==> src/hw/rtl/gql_pkg.sv <==
`timescale 1ns / 1ps
// ----------------------------------------------------------------------------
// gql_pkg
// Types and constants shared by the glyph quad layout block.
// ----------------------------------------------------------------------------
package gql_pkg;

  typedef enum logic [1:0] {
    REQ_LOAD  = 2'd0,
    REQ_CHAR  = 2'd1,
    REQ_CLEAR = 2'd2
  } req_e;

  typedef enum logic [1:0] {
    STAT_QUAD    = 2'd0,
    STAT_LOADED  = 2'd1,
    STAT_FULL    = 2'd2,
    STAT_CLEARED = 2'd3
  } status_e;

  typedef enum logic [2:0] {
    REG_ATLAS_W      = 3'd0,
    REG_ATLAS_H      = 3'd1,
    REG_PIXEL_SIZE   = 3'd2,
    REG_LINE_SPACING = 3'd3,
    REG_ORIGIN_X     = 3'd4,
    REG_ORIGIN_Y     = 3'd5,
    REG_TEXT_RGBA    = 3'd6
  } reg_idx_e;

  typedef enum logic [3:0] {
    S_IDLE,
    S_READ,
    S_CMP,
    S_SCALE,
    S_DIV_GO,
    S_DIV_WAIT,
    S_NL_MUL,
    S_NL_ADD,
    S_EMIT
  } state_e;

  localparam logic [7:0] NewlineByte = 8'd10;
  localparam int         DivNumW     = 28;   // 16-bit atlas bound times 4096
  localparam int         DivDenW     = 13;

  typedef struct packed {
    logic        [20:0] code;
    logic        [15:0] advance;
    logic signed [15:0] plane_l;
    logic signed [15:0] plane_b;
    logic signed [15:0] plane_r;
    logic signed [15:0] plane_t;
    logic        [15:0] atlas_l;
    logic        [15:0] atlas_b;
    logic        [15:0] atlas_r;
    logic        [15:0] atlas_t;
  } entry_t;

  typedef struct packed {
    logic               start;
    logic [DivNumW-1:0] num;
    logic [DivDenW-1:0] den;
  } div_req_t;

  typedef struct packed {
    status_e            status;
    logic signed [23:0] quad_x0;
    logic signed [23:0] quad_y0;
    logic signed [23:0] quad_x1;
    logic signed [23:0] quad_y1;
    logic        [15:0] tex_u0;
    logic        [15:0] tex_v0;
    logic        [15:0] tex_u1;
    logic        [15:0] tex_v1;
    logic        [31:0] quad_rgba;
  } res_t;

  function automatic logic signed [23:0] sat24(input logic signed [25:0] v);
    logic signed [23:0] r;
    if (v > 26'sd8388607) begin
      r = 24'sh7FFFFF;
    end else if (v < -26'sd8388608) begin
      r = 24'sh800000;
    end else begin
      r = v[23:0];
    end
    return r;
  endfunction

endpackage

==> src/hw/rtl/gql_div.sv <==
`timescale 1ns / 1ps
// ----------------------------------------------------------------------------
// gql_div
// Restoring divider, one quotient bit per cycle.
// ----------------------------------------------------------------------------
module gql_div (
  input  logic                         clk_i,
  input  logic                         rst_ni,
  input  gql_pkg::div_req_t            req_i,
  output logic                         done_o,
  output logic [gql_pkg::DivNumW-1:0]  quot_o
);

  localparam int CntW = $clog2(gql_pkg::DivNumW + 1);

  logic [gql_pkg::DivNumW-1:0] quot_q;
  logic [gql_pkg::DivDenW-1:0] rem_q, den_q;
  logic [CntW-1:0]             cnt_q;
  logic                        busy_q, done_q;
  logic [gql_pkg::DivDenW:0]   shifted;
  logic                        ge;

  assign shifted = {rem_q, quot_q[gql_pkg::DivNumW-1]};
  assign ge      = shifted >= {1'b0, den_q};

  always_ff @(posedge clk_i or negedge rst_ni) begin
    if (!rst_ni) begin
      busy_q <= 1'b0;
      done_q <= 1'b0;
      cnt_q  <= '0;
    end else begin
      done_q <= busy_q && (cnt_q == CntW'(1));
      if (req_i.start) begin
        busy_q <= 1'b1;
        cnt_q  <= CntW'(gql_pkg::DivNumW);
      end else if (busy_q) begin
        cnt_q <= cnt_q - CntW'(1);
        if (cnt_q == CntW'(1)) begin
          busy_q <= 1'b0;
        end
      end
    end
  end

  // A zero divisor yields an all-ones quotient, which saturates downstream.
  always_ff @(posedge clk_i) begin
    if (req_i.start) begin
      quot_q <= req_i.num;
      rem_q  <= '0;
      den_q  <= req_i.den;
    end else if (busy_q) begin
      rem_q  <= ge ? gql_pkg::DivDenW'(shifted - {1'b0, den_q})
                   : shifted[gql_pkg::DivDenW-1:0];
      quot_q <= {quot_q[gql_pkg::DivNumW-2:0], ge};
    end
  end

  assign done_o = done_q;
  assign quot_o = quot_q;

endmodule

==> config.mk <==
export PLATFORM = sky130hd
export DESIGN_NAME = gql_div
export DESIGN_NICKNAME = d
export VERILOG_FILES = /design/src/hw/rtl/gql_pkg.sv /design/src/hw/rtl/gql_div.sv
export SDC_FILE = /design/constraint.sdc
export NUM_CORES = 1
export LEC_CHECK = 0
export ABC_AREA = 1
export BUFFER_PORTS_ARGS = -buffer_cell sky130_fd_sc_hd__buf_2
export CORE_ASPECT_RATIO = 1.5
export CORE_MARGIN = 2
export CORE_UTILIZATION = 40
export CTS_BUF_LIST = sky130_fd_sc_hd__clkbuf_8
export DETAILED_ROUTE_END_ITERATION = 7
export HOLD_SLACK_MARGIN = 0.08
export MAX_ROUTING_LAYER = met4
export PLACE_DENSITY = 0.65
export SLEW_MARGIN = 20
export SYNTH_ARGS = -nofsm -noshare
export SYNTH_HDL_FRONTEND = slang
export SYNTH_SLANG_ARGS = --single-unit
==> constraint.sdc <==
create_clock -name clk_i -period 2 [get_ports clk_i]
set_clock_uncertainty 0.2 [all_clocks]
set_input_delay 0.4 -clock clk_i [delete_from_list [all_inputs] [get_ports clk_i]]
set_output_delay 0.4 -clock clk_i [all_outputs]
set_load 0.01 [all_outputs]
## Yosys cells after proc, flatten, opt, wreduce, memory -nomap -nowiden

Cells that the tools add are included.

- Flip-flop bits (word level): 61
- Bits in latches: 0
- Memory bits (writable): 0
- ROM bits: 0
- Output and inout bits: 29
- Word-level logic and storage cells: 20
- Memories: 0

- Add/sub/neg operators: 2
- Multipliers: 0
- Div/mod/pow operators: 0
- Order comparisons: 1
- Equal/unequal tests: 1
- Shift-type cells: 0
- Mux-type cells: 8
- Bitwise operators: 0
- Reductions and logical operators: 2

Operators with widths:

| operator | number |
|---|---|
| 28-bit 2-to-1 mux | 2 |
| 14-bit by 13-bit >= comparator with 1-bit output | 1 |
| 13-bit 2-to-1 mux | 1 |
| 13-bit subtractor | 1 |
| 5-bit 2-to-1 mux | 2 |
| 5-bit by 1-bit equality test with 1-bit output (second input constant) | 1 |
| 5-bit by 1-bit subtractor with 5-bit output (second input constant) | 1 |
| 1-bit 2-to-1 mux | 3 |
| 2-bit nonzero test | 1 |
| 1-bit logical AND | 1 |

## Longest topological paths before layout

- Word-level depth: 4
- Depth in mapped cells: 14

## Least setup slack after synthesis

No wires, ideal clock.

- Path kind: register to register
- Start: reg quot_q, in the netlist quot_o[27]
- End: reg quot_q, in the netlist quot_o[0] (data pin)
- Arrival time: 1.838 ns
- Setup slack: -0.291 ns
- Stages on the path, launching flop included: 14
- Path buffers: 1
- Cell sequence: edfxtp_1 > inv_1 > ha_1 > inv_1 > fa_1 > nand2_1 > nand2_1 > nand3_1 > nand2_1 > nand2_2 > nand3_4 > buf_8 > nand2_1 > nand2_1

- Cells in the longest elaborated chain, start to end: 3

Ends and longest elaborated chain:

| item | RTL line | RTL |
|---|---|---|
| start: declaration | gql_div.sv:16 | `logic [gql_pkg::DivNumW-1:0] quot_q;` |
| start signal: assignment | gql_div.sv:48 | `quot_q <= req_i.num;` |
| start signal: assignment | gql_div.sv:54 | `quot_q <= {quot_q[gql_pkg::DivNumW-2:0], ge};` |
| 14-bit by 13-bit >= comparator with 1-bit output | gql_div.sv:24 | `assign ge = shifted >= {1'b0, den_q};` |
| 28-bit 2-to-1 mux | gql_div.sv:51 | `end else if (busy_q) begin` |
| 28-bit 2-to-1 mux | gql_div.sv:47 | `if (req_i.start) begin` |

No other way between the ends. The select of a mux whose other input is x is not followed.
A chain may end at the register's enable or synchronous reset.

## Worst setup path after layout

- Start: reg quot_q, in the netlist quot_o[27]
- End: reg rem_q[11] (netlist bit)

- Cells in the longest elaborated chain, start to end: 2
- Elaborated cells on any way between the ends: 3
- Classes of those cells: add/sub: 1; order compare: 1; mux: 1

Ends and longest elaborated chain:

| item | RTL line | RTL |
|---|---|---|
| 13-bit subtractor or 14-bit by 13-bit >= comparator with 1-bit output (tied branches) | gql_div.sv:52, gql_div.sv:24 |  |
| 13-bit 2-to-1 mux (*) | gql_div.sv:52 | `rem_q <= ge ? gql_pkg::DivDenW'(shifted - {1'b0, den_q})` |
| end signal: assignment | gql_div.sv:52 |  |
| end: declaration | gql_div.sv:17 | `logic [gql_pkg::DivDenW-1:0] rem_q, den_q;` |

Mark *: on every way between the ends. The rest lies on a longest branch, timed or not.

==> impl_metrics.py <==
metrics = {
    "placement": {
        "port_buffers": 72,
        "place_hpwl_mm": 6.28,
        "gp_congestion": 0.871,
        "dp_cells": 632,
    },
    "power_and_ir_drop": {
        "p_leak_uw": 0.00251,
        "ir_drop_mv": 0.724,
        "power_density_nw_per_um2": 1070,
        "total_power_uw": 5040,
    },
    "sta": {
        "tightest_slew_ps": 360,
        "timing.final.hold_violations": 0,
        "rsz0062_at_grt": "true",
        "relSlewSlack": 0.758,
        "timing.fmax_ghz": 0.477,
        "period_needed_ps": 2100,
        "period_share": 1.05,
        "setup_viol": 14,
        "drv_slew": 0,
        "setup_ws_ps": -96.4,
    },
    "setup_path": {
        "crit_start": "quot_o[27]",
        "r2r_end": "rem_q[11]",
        "cp-endpoint": "rem_q[11]",
        "critPathArrivalTime_ps": 2180,
        "required_ps": 2090,
        "cp_max_fo": 5,
        "reg2reg_from": "quot_o[27]",
        "setup.worst_path.end_class": "register",
        "worst_r2r_path_depth": 14,
        "critical_path_class": "register to register",
        "regToRegSetupSlack_ps": -100,
        "startpoint_type": "register",
    },
    "die": {
        "rows": 41,
        "die_x_um": 80.2,
        "dieHeight_um": 118,
        "design.die.area_um2": 9500,
        "core_area_um2": 8460,
        "boundaryPins": 73,
        "start_util": 0.412,
    },
    "routing": {
        "vias": 3190,
        "routed_wirelength_mm": 8.38,
        "ant_nets": 0,
        "drc_errors": 0,
        "dr.pass1.iters": 4,
        "drt_iter0_drc": 92,
        "drt-vias-per-instance": 4.75,
        "drt-wirelength-per-cell_um": 12.5,
    },
    "min_path": {
        "hp-class": "input pin to register",
        "min_from": "req_i[28]",
    },
    "cts": {
        "clock_latency_ps": 340,
        "clkTransAtPathRegs_ps": 70,
        "cts_buffer_depth": 2,
        "numCtsBuffers": 9,
        "ctsHtreeMaxLevel": 3,
        "cts-root-buf": "clkbuf_8",
        "cts_tree": "done",
        "clock-sinks": 61,
    },
    "global_routing": {
        "grt_max_degree": 36,
        "grt_pass1_vias": 3173,
        "grt_pass1_wl_mm": 13.9,
        "overflow": 0,
        "grt_use_total": 0.192,
        "antenna_found_initial": 0,
    },
    "layout": {
        "final_common_cell": "nand2_1",
        "area_delta_synth_final_pct": 34.6,
        "layout-drive-gt1-share": 0.301,
        "num_antenna_cells": 0,
        "nets": 620,
        "final_cell_count_no_fill": 672,
        "layout_common_cells": "170 x nand2_1, 72 x buf_2, 67 x inv_1",
    },
    "synth": {
        "synthCells": 434,
        "seq_area_frac_synth": 0.478,
        "synth_cell_types": 32,
        "synth-seq-cells": 61,
        "syn_avg_cell_area_um2": 8.03,
        "ys_warn_count": 0,
        "synth_area_um2": 3490,
        "synth_nets": 494,
    },
    "run_status": {
        "violations": "setup timing",
        "status": "complete, but fails checks",
    },
    "run": {
        "drv_cap": 0,
    },
}
==> power breakdown <==
group | switching (uW) | internal, uW | leakage [uW]
clock network | 478 | 686 | 0.000115
logic | 1220 | 978 | 0.00177
registers | 133 | 1550 | 0.000620
==> registers in the layout, indices dropped and copies added, names as in the netlist <==
register / cells
den_q: 13
done_o: 1
cnt_q: 5
busy_q: 1
quot_o: 28
rem_q: 13
==> worst max-delay path: stages, from the launching register on <==
cell      delay [ps]
edfxtp_1         400
inv_2             90
ha_4             120
inv_2             40
fa_2             350
nand2_1           70
nand2_1           70
nand3_2           70
nand2_2           70
nand2_4           90
nand3_4          120
buf_6            170
nand3_2           50
nand3_1           70
nand2_1           60
==> metal layers <==
layer | wire length [um] | GRT usage | vias to the layer above
li1 | - | - | 1621
met1 | 3560 | 0.223 | 1462
met2 | 4200 | 0.314 | 90
met3 | 368 | 0.0397 | 17
met4 | 250 | 0.0922 | 0
met5 | 0 | - | -
==> worst min path at each step <==
stage / slack [ps] / depth (start not counted) / to
finish: 130 / 3 / quot_o[15]
global route: 110 / 3 / quot_o[17]
CTS: 110 / 3 / quot_o[16]
detailed placement: 50 / 1 / cnt_q[2]
global placement: 40 / 1 / cnt_q[2]
floorplan: -100 / 0 / busy_q
==> synthesized netlist by cell type <==
cell        n  area, um^2
nand2_1   173         649
inv_1      67         251
edfxtp_1   41        1230
nand3_1    25         125
nand4_1    16         100
ha_1       15         188
dfxtp_1    13         260
nor2_1     13        48.8
clkbuf_1    7        26.3
dfrtp_1     7         175
nand2_2     7        43.8
nand3_2     6        60.1
o21ai_0     6        30.0
inv_2       5        18.8
a21oi_1     4        20.0
buf_4       3        22.5
nor2_2      3        18.8
xnor2_1     3        26.3
xor2_1      3        26.3
a21o_1      2        15.0
buf_2       2        10.0
nor2_4      2        22.5
o21ai_1     2        10.0
a21oi_4     1        16.3
buf_8       1        15.0
fa_1        1        20.0
nand3_4     1        17.5
nand4_2     1        12.5
nor3_1      1        5.00
nor4_1      1        6.26
o21ai_2     1        8.76
o22ai_1     1        6.26
==> timing repair <==
action                                  CTS  global route
pin swaps                                11             5
setup buffers                             8             1
endpoints found under the setup margin   14            14
endpoints found under the hold margin    20             0
cloned                                    1             0
resized for setup                        12            13
hold buffers                             14             0
==> area by class of cell <==
cell class | count | area, um^2
inverters | 72 | 270
flip-flops and latches | 61 | 1670
fillers | 807 | 3770
multi-input cells | 289 | 1560
clock buffers | 9 | 124
clock inverters | 7 | 82.6
well taps | 107 | 134
repair buffers | 127 | 856
==> logic make-up (layout without fill, tap and decap cells) <==
group / Yosys count / in the layout / share of synthesized area
adders and majority gates: 16 / 16 / 0.0596
AOI/OAI and AO/OA: 17 / 17 / 0.0305
DFF: 61 / 61 / 0.478
buffers and inverters: 85 / 215 / 0.0987
and+or+nand+nor: 249 / 250 / 0.318
xor gates and xnor gates: 6 / 6 / 0.0151
==> metrics by stage <==
step	utilization	hold slack, ps	setup slack, ps	setup TNS [ps]	instance area [um^2]
after CTS	0.548	106	-147	-1720	4630
after global placement	0.493	40.1	-99.0	-1220	4180
after global routing	0.554	110	-241	-3010	4690
after floorplan	-	-95.6	-224	-1330	3490
after detailed placement	0.493	47.4	-175	-1940	4180
final	0.554	131	-96.4	-1060	4690
Note: power is estimated with default switching activity, not from simulation.
